**src/sv/bra_store.sv**
```systemverilog
// Bitmap word store: one write port, one read port, registered read data.
// No package dependencies.
module bra_store #(
  parameter int DEPTH = 128,
  parameter int WIDTH = 32,
  parameter int AW    = 7
) (
  input  logic             clk,
  input  logic             wr_en,
  input  logic [AW-1:0]    wr_addr,
  input  logic [WIDTH-1:0] wr_data,
  input  logic             rd_en,
  input  logic [AW-1:0]    rd_addr,
  output logic [WIDTH-1:0] rd_data
);

  logic [WIDTH-1:0] mem [DEPTH];
  logic [WIDTH-1:0] rd_data_r;

  always_ff @(posedge clk) begin
    if (wr_en) begin
      mem[wr_addr] <= wr_data;
    end
    if (rd_en) begin
      rd_data_r <= mem[rd_addr];
    end
  end

  assign rd_data = rd_data_r;

endmodule

```
**config.mk**
```make
export PLATFORM = sky130hd
export DESIGN_NAME = bra_store
export DESIGN_NICKNAME = d
export VERILOG_FILES = /design/src/sv/bra_store.sv
export SDC_FILE = /design/constraint.sdc
export NUM_CORES = 2
export LEC_CHECK = 0
export BUFFER_PORTS_ARGS = -buffer_cell sky130_fd_sc_hd__clkbuf_2
export CAP_MARGIN = 40
export CELL_PAD_IN_SITES_DETAIL_PLACEMENT = 1
export CELL_PAD_IN_SITES_GLOBAL_PLACEMENT = 2
export CORE_ASPECT_RATIO = 0.6
export CORE_MARGIN = 5
export CORE_UTILIZATION = 25
export CTS_CLUSTER_DIAMETER = 200
export CTS_CLUSTER_SIZE = 16
export DETAILED_ROUTE_END_ITERATION = 10
export PLACE_DENSITY = 0.53
export SLEW_MARGIN = 0
export SYNTH_ARGS = -nofsm -noshare
export SYNTH_HDL_FRONTEND = slang
export SYNTH_SLANG_ARGS = --single-unit
export TNS_END_PERCENT = 50
```
**constraint.sdc**
```tcl
create_clock -name clk -period 10.9 [get_ports clk]
set_input_delay 2.18 -clock clk [delete_from_list [all_inputs] [get_ports clk]]
set_output_delay 2.18 -clock clk [all_outputs]
set_load 0.1 [all_outputs]
```
==> Yosys cells after proc, flatten, opt, wreduce, memory -nomap -nowiden <==
Memories as Yosys holds them, arrays and structs flattened. A register that Yosys moved wholly into a read port is not among the register bits.
Cells that the tools add are included.
W data, S select, Z words.
{ "word_totals": {"regBits": 0, "mem_bits_rw": 4096, "input_bits": 49, "word_cells": 3, "memories": 1} }
{ "op_classes": {"muxes": 2} }
{ "memory_table": {"columns": ["memory", "words", "width", "read_ports", "rd_clocked_by_memory_dff", "write_ports", "line_no", "rtl"], "rows": [
  ["mem", 128, 32, 1, 1, 1, "17", "logic [WIDTH-1:0] mem [DEPTH];"]
]} }
{ "ops": {"columns": ["op", "n"], "rows": [
  ["$mux W1", 2]
]} }

==> Depth between registers and ports, before layout <==
{ "depth": {"ltp_word": 2, "depth_mapped": 8, "mapped_depth_nobuf": 4} }

==> Worst setup path after synthesis <==
No wires, ideal clock.
{ "synth_timing": {"kind": "input to register", "startpoint": "input wr_en", "endpoint": "memory mem[98][0] (enable)", "setup_time_ps": 461, "t_arrival_ps": 4958, "path_slack_ps": 5481, "cell_stages": 3, "path_cell_list": "clkbuf_1 > nand4_1 > nor3_1"} }
{ "synth_via": {"elab_chain_cells": 2} }
{ "synth_lines": {"columns": ["item", "line_no", "rtl"], "rows": [
  ["start: declaration", "9", "input logic wr_en,"],
  ["$mux W1", "21", "if (wr_en) begin"],
  ["$mux W1 (implied by the code)", "22", "mem[wr_addr] <= wr_data;"],
  ["end: declaration", "17", null]
]} }
Every way passes these cells.

==> out/qor.csv <==
stage,metric,value,unit
cts,tritoncts,yes,
sta,rsz0062_at_grt,no,
sta,fin_crit,5.700,ns
routing,wirelength,509.7,mm
die,num_rows,225,
worst_setup_path,critPathKind,in -> reg,
synthesis,syn_nets,6039,
worst_setup_path,ff2ff_setup_slack,7.89,ns
die,dieArea,642800,um^2
synthesis,synth_area_leaders,"edfxtp_1, mux4_2, clkbuf_1, nor2_1, buf_2",
routing,drtIter0Drc,10830,
synthesis,ys_types,16,
layout,drive_above_1_share,0.3467,
synthesis,synthCells,5990,
routing,drt-vias-per-instance,4.880,
sta,maxSlewHeadroom,0.3316,
synthesis,yosysTopAreaCellShare,0.7916,
die,start_util,0.2505,
min_path,hold_class,reg -> reg,
cts,postCtsResizedCells,0,
power_and_ir_drop,swShare,0.2276,
worst_setup_path,worstPathRequired,11.58,ns
sta,tns,0,ns
routing,antenna_left,1,
cts,clkLatencyLatePin,0.94,ns
routing,drc,0,
worst_setup_path,crit_path_end,rd_data[12]$_DFFE_PP_,
routing,first_pass_iters,5,
cts,cts_setup_buffers,0,
synthesis,yosysTopAreaCell,edfxtp_1,
placed_design,dp_cells,14440,
power_and_ir_drop,p_sw,0.006818,W
worst_setup_path,rr_worst_depth,4,
synthesis,avgSynthCellArea,26.14,um^2
die,num_io_pins,81,
power_and_ir_drop,max-vdd-ir-drop,134.3,uV
sta,setup_viol,0,
placed_design,hpwl,303.0,mm
worst_setup_path,startpoint_type,input port,
synthesis,ys_seq_area_frac,0.7916,
die,dieWidth,1.032,mm
cts,clk_pin_slew,0.07,ns
worst_setup_path,r2r_end,rd_data[12]$_DFFE_PP_,
layout,fin_cells,14840,
layout,nNetsFinal,6396,
cts,ctsLongestPathBuffers,4,
worst_setup_path,reg2reg_from,mem[95][12]$_DFFE_PP_,
sta,period_share,0.5229,
power_and_ir_drop,clkPwrFrac,0.346,
global_routing,grt_max_degree,108,
routing,vias,72430,
power_and_ir_drop,power_density,167.5,nW/um^2
run_status,violations,antenna violations,
sta,clock_skew,0.04261,ns
worst_setup_path,cp-end-kind,register,
cts,postCtsHoldBufs,0,
power_and_ir_drop,p_int,0.02314,W
routing,wl_per_cell,34.34,um
cts,h-tree-depth,5,
cts,clk_root_buffer_cell,clkbuf_16,
synthesis,synth_area,156600,um^2
sta,tightest_slew,1.003,ns
global_routing,grt_first_pass_wirelength,678.9,mm
global_routing,antenna_found_initial,117,
sta,hold_viol_final,0,
die,coreArea,625300,um^2
die,die_y,623.1,um
placed_design,gp_congestion,0.7704,
power_and_ir_drop,seqPwrFrac,0.587,
global_routing,grt_pass1_vias,72510,
power_and_ir_drop,combPwrFrac,0.067,
global_routing,gr-total-overflow,0,
sta,slew_viol_final,0,
sta,max_freq,0.1754,GHz
cts,numCtsBuffers,295,
synthesis,yosys_warnings,0,
worst_setup_path,cp.arrival,6.38,ns
job,cap_violations,0,
power_and_ir_drop,p_leak,52.19,nW
placed_design,port_buffers,80,
cts,clock_sinks,4128,
worst_setup_path,cp-startpoint,rd_addr[2],
worst_setup_path,critPathMaxFanout,55,
global_routing,grt_usage,0.1542,
layout,synthToLayoutAreaGrowth,14.24,%
run_status,outcome,"finished, violations left",
synthesis,synth-seq-cells,4128,
==> synthesized netlist by cell type <==
cell type,count
buf_1,50
buf_2,79
buf_4,3
buf_6,2
clkbuf_1,182
edfxtp_1,4128
mux2_2,32
mux4_2,1344
nand2_1,14
nand2b_1,2
nand3_1,12
nand4_1,3
nor2_1,122
nor2b_1,7
nor3_1,9
or3_1,1
==> cell type report <==
class,instances,area (um^2)
antenna,71,177.7
clock buffer,302,7557
clock inverter,20,271.5
fill,61980,446400
multi-input combinational,1546,32290
sequential,4128,124000
tap,8399,10510
timing repair buffer,376,4134
==> registers in the layout (all words and copies together) (netlist names) <==
name / flops
mem: 4096
rd_data: 32
==> stage by stage <==
| stage | setup slack (ns) | instance area [um^2] | utilization | total power [W] | hold slack (ns) |
|---|---|---|---|---|---|
| 2_1_floorplan | 5.481 | 156600 | - | 0.01885 | 1.149 |
| 3_3_place_gp | 4.298 | 169300 | 0.2707 | 0.01988 | 1.174 |
| 3_5_place_dp | 4.278 | 170600 | 0.2729 | 0.01995 | 1.207 |
| 4_1_cts | 5.288 | 178400 | 0.2854 | 0.03025 | 1.215 |
| 5_1_grt | 5.150 | 178700 | 0.2858 | 0.03100 | 1.233 |
| 6_report | 5.200 | 178900 | 0.2861 | 0.02996 | 1.208 |
==> worst min-delay path by stage <==
stage,slack (ns),startpoint,end,depth (start not counted)
3_3_place_gp,1.17,mem[108][25]$_DFFE_PP_,rd_data[25]$_DFFE_PP_,4
6_report,1.21,mem[40][12]$_DFFE_PP_,rd_data[12]$_DFFE_PP_,4
5_1_grt,1.23,mem[126][28]$_DFFE_PP_,rd_data[28]$_DFFE_PP_,4
4_1_cts,1.22,mem[126][28]$_DFFE_PP_,rd_data[28]$_DFFE_PP_,4
2_1_floorplan,1.15,mem[36][0]$_DFFE_PP_,rd_data[0]$_DFFE_PP_,4
3_5_place_dp,1.21,mem[40][12]$_DFFE_PP_,rd_data[12]$_DFFE_PP_,4
==> layout by cell type, fill, tap and decap left out, types with 4 or more instances in the layout <==
master,instances
buf_12,43
buf_16,41
buf_4,244
buf_8,6
clkbuf_16,302
clkbuf_2,40
clkinv_8,4
diode_2,71
edfxtp_1,4128
inv_16,4
inv_6,11
mux2_2,32
mux4_2,1344
nand2_1,11
nand3_1,8
nand3_2,4
nor2_4,119
nor2b_1,7
nor3_2,9
==> worst max-delay path, cell delays in order <==
cell,delay (ns)
buf_8,0.39
buf_4,0.54
buf_4,0.76
mux4_2,0.46
mux4_2,0.61
mux4_2,0.75
mux2_2,0.37
==> power groups by stage <==
stage                     combinational, W  clock (W)  sequential, W
after global placement             0.00194          0         0.0179
final                              0.00200     0.0104         0.0176
after floorplan                   0.000846          0         0.0180
after detailed placement           0.00200          0         0.0179
after CTS                          0.00201     0.0107         0.0176
after global routing               0.00209     0.0113         0.0176
==> layer usage <==
layer  wire, um  vias to the layer above  track usage
li1           -                    26920            -
met1     236800                    41560       0.2412
met2     212100                     3363       0.2148
met3      51640                      529      0.04429
met4       8769                       62      0.02298
met5        412                        -            0
==> logic make-up after synthesis <==
| family | after synthesis | synth area share |
|---|---|---|
| buffers and inverters | 316 | 0.008373 |
| flip-flops | 4128 | 0.7916 |
| multiplexers | 1376 | 0.1956 |
| AND/OR/NAND/NOR | 170 | 0.004450 |
(Power assumes the default switching activity.)
