$ cat config.mk
export PLATFORM = sky130hd
export DESIGN_NAME = bra_scan
export DESIGN_NICKNAME = d
export VERILOG_FILES = /design/src/sv/bra_pkg.sv /design/src/sv/bra_scan.sv
export SDC_FILE = /design/constraint.sdc
export NUM_CORES = 1
export LEC_CHECK = 0
export ABC_AREA = 0
export ABC_CLOCK_PERIOD_IN_PS = 21300
export BUFFER_PORTS_ARGS = -buffer_cell sky130_fd_sc_hd__buf_4
export CAP_MARGIN = 20
export CORE_AREA = 2 2 91 84
export DETAILED_ROUTE_END_ITERATION = 12
export DIE_AREA = 0 0 93 86
export MAX_ROUTING_LAYER = met4
export PLACE_DENSITY = 0.63
export SYNTH_ARGS = -nofsm -noshare
export SYNTH_HDL_FRONTEND = slang
export SYNTH_SLANG_ARGS = --single-unit
$ cat constraint.sdc
create_clock -name vclk -period 21.3
set_input_delay 4.26 -clock vclk [all_inputs]
set_output_delay 4.26 -clock vclk [all_outputs]
set_load 0.01 [all_outputs]
$ cat src/sv/bra_pkg.sv
// Shared constants for the bitmap run allocator: field widths, request kinds,
// status codes, register indexes and parameter defaults. No dependencies.
package bra_pkg;

  localparam int MAP_BITS_DEF  = 4096;
  localparam int MAX_RUN_DEF   = 8;
  localparam int WORD_BITS_DEF = 32;

  localparam int KIND_W     = 2;
  localparam int INDEX_W    = 12;
  localparam int RUN_W      = 4;
  localparam int STATUS_W   = 2;
  localparam int TOTAL_W    = 13;
  localparam int START_W    = 12;
  localparam int CFG_IDX_W  = 1;
  localparam int CFG_DATA_W = 13;

  localparam logic [KIND_W-1:0] KIND_ALLOC = 2'd0;
  localparam logic [KIND_W-1:0] KIND_FREE  = 2'd1;
  localparam logic [KIND_W-1:0] KIND_TEST  = 2'd2;
  localparam logic [KIND_W-1:0] KIND_MARK  = 2'd3;

  localparam logic [STATUS_W-1:0] ST_OK    = 2'd0;
  localparam logic [STATUS_W-1:0] ST_FULL  = 2'd1;
  localparam logic [STATUS_W-1:0] ST_RANGE = 2'd2;

  localparam logic [CFG_IDX_W-1:0] CFG_TOTAL_BITS   = 1'd0;
  localparam logic [CFG_IDX_W-1:0] CFG_SEARCH_START = 1'd1;

  localparam logic [TOTAL_W-1:0] TOTAL_BITS_RST   = 13'd4096;
  localparam logic [START_W-1:0] SEARCH_START_RST = 12'd0;

endpackage

$ cat src/sv/bra_scan.sv
// Word scanner: free bits of one bitmap word that lie inside the search
// window, and their count. Depends on bra_pkg.
module bra_scan import bra_pkg::*; #(
  parameter  int WORD_BITS = WORD_BITS_DEF,
  localparam int CNT_W     = $clog2(WORD_BITS + 1)
) (
  input  logic [WORD_BITS-1:0] word,
  input  logic [TOTAL_W:0]     base,
  input  logic [START_W-1:0]   start,
  input  logic [TOTAL_W-1:0]   size,
  output logic [WORD_BITS-1:0] free_mask,
  output logic [CNT_W-1:0]     free_cnt
);

  localparam int WB_LG = $clog2(WORD_BITS);
  localparam int OFF_W = WB_LG + 1;

  logic [TOTAL_W:0] sbase;
  logic [TOTAL_W:0] diff;
  logic [OFF_W-1:0] lo_off;
  logic [OFF_W-1:0] hi_off;

  always_comb begin
    sbase  = ((TOTAL_W + 1)'(start) >> WB_LG) << WB_LG;
    lo_off = (base == sbase) ? OFF_W'(start[WB_LG-1:0]) : '0;
    diff   = {1'b0, size} - base;
    // last word of the window is cut at the size
    hi_off = (diff >= (TOTAL_W + 1)'(WORD_BITS)) ? OFF_W'(WORD_BITS) : diff[OFF_W-1:0];
    for (int j = 0; j < WORD_BITS; j++) begin
      free_mask[j] = !word[j] && (OFF_W'(j) >= lo_off) && (OFF_W'(j) < hi_off);
    end
    free_cnt = CNT_W'($countones(free_mask));
  end

endmodule

Word-level counts from Yosys, hierarchy flattened
Index checks and enable logic that the tools add are counted.

cells by class
  muxes and demuxes = 2
  equality and inequality tests = 1
  magnitude comparators = 65
  reductions and logical operators = 96
  $add $sub $neg = 32

operators by type and width
  cell                                                  count
  < comparator 5 x 6 -> 1 bit, first input constant     16
  >= comparator 5 bit, first input constant             16
  logical AND 1 bit                                     64
  < comparator 4 x 6 -> 1 bit, first input constant     8
  >= comparator 4 x 5 -> 1 bit, first input constant    8
  adder 1 x 1 -> 2 bit                                  16
  logical NOT 1 bit                                     32
  adder 2 x 2 -> 3 bit                                  8
  < comparator 3 x 6 -> 1 bit, first input constant     4
  >= comparator 3 x 5 -> 1 bit, first input constant    4
  adder 3 x 3 -> 4 bit                                  4
  == test 14 x 12 -> 1 bit                              1
  >= comparator 14 x 6 -> 1 bit, second input constant  1
  subtractor 13 x 14 -> 14 bit                          1
  adder 6 bit                                           2
  < comparator 1 x 6 -> 1 bit, first input constant     2
  < comparator 2 x 6 -> 1 bit, first input constant     2
  >= comparator 1 x 5 -> 1 bit, first input constant    2
  >= comparator 2 x 5 -> 1 bit, first input constant    2
  2-to-1 mux 6 bit                                      1
  adder 4 x 4 -> 5 bit                                  1
  2-to-1 mux 5 bit                                      1

storage, ports and cells
  register bits = 0
  bits of input ports = 71
  word-level logic and storage cells = 196
  output and inout bits = 38

Depth between registers and ports, before layout
  depth after elaboration = 10
  depth in mapped cells = 29
  gate-level depth less buffers = 27

Worst setup path before layout
Ideal clock, no wire load.

  path kind = input-to-output
  start point = in size[0]
  end point = out free_cnt[4]
  cell stages on the path = 26
  buffers on the path = 1
  data required time = 17.040 ns
  arrival time = 10.917 ns
  setup slack = 6.123 ns
  cells stage by stage = inv_1 -> ha_1 -> fa_1 -> nor2b_1 -> o211ai_1 -> nor4b_1 -> nor4_1 -> nand4_1 -> or4_1 -> buf_2 -> o41a_1 -> fa_1 -> inv_1 -> fa_1 -> fa_1 -> fa_1 -> inv_1 -> ha_1 -> fa_1 -> xnor2_1 -> fa_1 -> inv_1 -> ha_1 -> a21o_1 -> a21oi_1 -> xnor2_1

between the ends
  longest elaborated chain between the ends = 10
  elaborated cells between the ends (all ways) = 98
  classes of those cells = 32 x add/sub; 33 x order compare; 1 x mux; 32 x reduce/logical

RTL lines
  item                                            line            source
  start: declaration                              bra_scan.sv:10  input logic [TOTAL_W-1:0] size,
  subtractor 13 x 14 -> 14 bit (*)                bra_scan.sv:26  diff = {1'b0, size} - base;
  >= comparator 14 x 6 -> 1 bit                   bra_scan.sv:28  hi_off = (diff >= (TOTAL_W + 1)'(WORD_BITS)) ? OFF_W'(WORD_BITS) : diff[OFF_W-1:0];
  2-to-1 mux 6 bit (*)                            bra_scan.sv:28
  < comparator 3 x 6 -> 1 bit (*)                 bra_scan.sv:30  free_mask[j] = !word[j] && (OFF_W'(j) >= lo_off) && (OFF_W'(j) < hi_off);
  logical AND 1 bit (*)                           bra_scan.sv:30
  named net free_mask[5]                          bra_scan.sv:11  output logic [WORD_BITS-1:0] free_mask,
  adder 1 x 1 -> 2 bit (implied by the code) (*)  bra_scan.sv:32  free_cnt = CNT_W'($countones(free_mask));
  adder 2 x 2 -> 3 bit (implied by the code) (*)  bra_scan.sv:32
  adder 3 x 3 -> 4 bit (implied by the code) (*)  bra_scan.sv:32
  adder 4 x 4 -> 5 bit (implied by the code) (*)  bra_scan.sv:32
  adder 6 bit (implied by the code) (*)           bra_scan.sv:32
  end: declaration                                bra_scan.sv:12  output logic [CNT_W-1:0] free_cnt

The timed path passes the listed nets; every way through them passes the cells marked *.

Worst setup path in the final report
  start point = in base[0]
  end point = out free_cnt[4]

between the ends
  longest elaborated chain between the ends = 10
  elaborated cells between the ends (all ways) = 164
  classes of those cells = 32 x add/sub; 65 x order compare; 1 x eq/ne; 2 x mux; 64 x reduce/logical

RTL lines
  item                                                                              line                            source
  start: declaration                                                                bra_scan.sv:8                   input logic [TOTAL_W:0] base,
  subtractor 13 x 14 -> 14 bit / == test 14 x 12 -> 1 bit (equally long branches)   bra_scan.sv:26, bra_scan.sv:25
  >= comparator 14 x 6 -> 1 bit / 2-to-1 mux 5 bit (equally long branches)          bra_scan.sv:28, bra_scan.sv:25
  2-to-1 mux 6 bit (tied with other cells)                                          bra_scan.sv:28
  < comparator 5 x 6 -> 1 bit (tied with other cells)                               bra_scan.sv:30
  logical AND 1 bit                                                                 bra_scan.sv:30
  adder 1 x 1 -> 2 bit (implied by the code)                                        bra_scan.sv:32
  adder 2 x 2 -> 3 bit (implied by the code)                                        bra_scan.sv:32
  adder 3 x 3 -> 4 bit (implied by the code)                                        bra_scan.sv:32
  adder 6 bit (implied by the code) / adder 4 x 4 -> 5 bit (equally long branches)  bra_scan.sv:32
  adder 6 bit (implied by the code) (*)                                             bra_scan.sv:32

Every way passes the cells marked *; elsewhere a longest branch is shown, timed or not.

==> results.py <==
metrics = {
    "synth": {
        "synth_cell_types": 52,
        "synth_seq_area_share": 0,
        "synth_fp_nets": 495,
        "synthCells": 372,
        "yosys_warnings": 0,
        "synth_common_cells": "inv_1, a21oi_1, nor2_1",
        "synth_area_mm2": 0.00275,
        "synth_top_cell_area_share": 0.174,
        "netlist_top_cells_area": "fa_1, ha_1, inv_1, a21oi_1, xnor2_1",
        "yosys.area.top_type": "fa_1",
        "synth.most_common_cell": "inv_1",
        "syn_avg_cell_area_um2": 7.40,
    },
    "die": {
        "die_w_um": 93,
        "dieArea_mm2": 0.00800,
        "fp.dieH_um": 86,
        "start_util": 0.395,
        "core_area_mm2": 0.00697,
        "ios": 109,
        "rows": 29,
    },
    "hold_path": {
        "hold_end": "free_mask[31]",
        "min_path_cells": 3,
        "hp-start": "word[31]",
        "hp-class": "in -> out",
    },
    "power": {
        "clkPwrFrac": 0,
        "p_int_mw": 0.149,
        "p_seq_frac": 0,
        "peakVddDrop_v": 0.000228,
        "p_comb_frac": 1.000,
        "swShare": 0.511,
        "netSwitchingPower_mw": 0.155,
        "power_density_mw_per_mm2": 83.3,
        "leakagePower_nw": 1.77,
    },
    "route": {
        "wl_met3_um": 461,
        "routed-via-count": 3093,
        "ant_nets": 0,
        "wl_per_cell_um": 16.2,
        "drt_pass1_iterations": 4,
        "routed.top_layer": "met4",
        "drt-initial-drc-count": 273,
        "wl_met1_um": 4550,
        "wl_um": 9060,
        "vias_per_cell": 5.53,
        "drc": 0,
        "dr_wl_met2_um": 3990,
    },
    "placement": {
        "place_ws_ns": 5.50,
        "gp_congestion": 0.902,
        "dpl-instance-area_mm2": 0.00364,
        "io_buffers": 109,
        "dpl.hpwl_um": 7790,
    },
    "worst_setup_path": {
        "worst_setup_path_end_kind": "output port",
        "required_ns": 17.04,
        "start_kind": "input port",
        "path_class": "in -> out",
        "worstPathArrival_ns": 11.55,
        "worst-path-max-fanout": 34,
    },
    "run": {
        "cap_violations": 0,
    },
    "timing": {
        "worst_pin_slew_ns": 0.771,
        "min_period_ns": 15.81,
        "hold_ws_ns": 8.76,
        "final.setup.tns_ns": 0,
        "finalHoldViolCount": 0,
        "post-route-period-util": 0.742,
        "rsz0062_at_grt": "no",
        "fmax_mhz": 63.2,
        "setup_ws_ns": 5.49,
        "setup_viol": 0,
        "slew_violations": 0,
        "slew_headroom": 0.482,
    },
    "clock_tree": {
        "post_cts_buffers": 0,
        "cts_resized": 0,
        "cts_hold_buffers": 0,
    },
    "finish": {
        "final_layout_size_suffix_gt1_frac": 0.262,
        "num-nets-final": 591,
        "seq_cell_count": 0,
        "stdcell_area_mm2": 0.00364,
        "seqCellArea_um2": 0,
        "utilization": 0.523,
        "syn2layout_area_growth_pct": 32.3,
        "n_clock_buffer": 0,
        "multi_input_area_mm2": 0.00250,
        "insertedDiodeCount": 0,
        "nFillCells": 720,
    },
    "status": {
        "outcome": "completed",
    },
    "grt": {
        "grt_pass1_wl_um": 14900,
        "grt_use_total": 0.235,
        "antenna_found_initial": 0,
        "grt-ovfl-total": 0,
        "grt_max_degree": 35,
        "grt_pass1_vias": 2959,
    },
}
-- layer usage --
metal | vias to the layer above | track usage
li1 | 1539 | -
met3 | 7 | 0.0193
met1 | 1454 | 0.355
met2 | 93 | 0.358
met4 | 0 | 0.0134
met5 | - | -
-- stage by stage --
stage                     std cells  power [mW]
final                           559       0.304
after global routing            559       0.348
after CTS                       559       0.310
after detailed placement        559       0.308
after global placement          559       0.305
after floorplan                 372       0.200
-- final cells by class --
| type | count | area share |
|---|---|---|
| inverters | 47 | 0.0484 |
| repair buffers | 114 | 0.235 |
| well taps | 93 | 0.0319 |
| multi-input cells | 305 | 0.685 |
-- cells by family (layout without fill, tap and decap cells) --
kind of cell	after synthesis	count (layout)	synth area share
multiplexers	2	2	0.00727
XOR/XNOR	23	23	0.0732
AND/OR/NAND/NOR	95	95	0.171
AO/OA/AOI/OAI	133	133	0.348
buffers and inverters	67	161	0.0986
adder cells (fa/ha/maj)	52	52	0.302
-- power groups by stage --
stage                     Clock (mW)  Sequential (mW)  Combinational, mW
after floorplan                    0                0              0.200
after global placement             0                0              0.305
after detailed placement           0                0              0.308
after CTS                          0                0              0.310
after global routing               0                0              0.348
final                              0                0              0.304
-- critical path, stage by stage --
cell,delay (ns)
buf_4,0.11
ha_1,0.21
fa_1,0.45
nand2b_1,0.19
a211oi_1,0.32
nor2_1,0.09
mux2i_1,0.15
nand4_1,0.13
or4_1,0.52
buf_4,0.25
o41a_1,0.45
fa_1,0.55
inv_1,0.05
fa_1,0.46
fa_1,0.48
fa_1,0.49
inv_1,0.04
ha_1,0.21
fa_1,0.42
xnor2_1,0.17
fa_1,0.59
inv_1,0.06
ha_1,0.28
a21o_1,0.17
a21oi_1,0.17
xnor2_1,0.14
buf_4,0.14
-- worst max path at each step --
stage                 start     endpoint  slack [ns]  cells past startpoint
global route        base[0]  free_cnt[5]        5.05                     28
global placement    base[0]  free_cnt[4]        5.62                     27
floorplan           size[0]  free_cnt[4]        6.12                     26
finish              base[0]  free_cnt[4]        5.49                     27
CTS                 base[0]  free_cnt[4]        5.48                     27
detailed placement  base[0]  free_cnt[4]        5.50                     27
-- cells in the final DEF (no fill, tap or decap), drive strengths merged, types with 9 or more instances in the layout --
cell / netlist / final
a211oi: 14 / 14
a21o: 9 / 9
a21oi: 31 / 31
buf: 7 / 114
fa: 24 / 24
ha: 28 / 28
inv: 47 / 47
nand2: 17 / 17
nor2: 30 / 30
nor3: 9 / 9
o21ai: 19 / 19
xnor2: 14 / 14
xor2: 9 / 9
No activity file was read; power rests on OpenSTA's default activity.
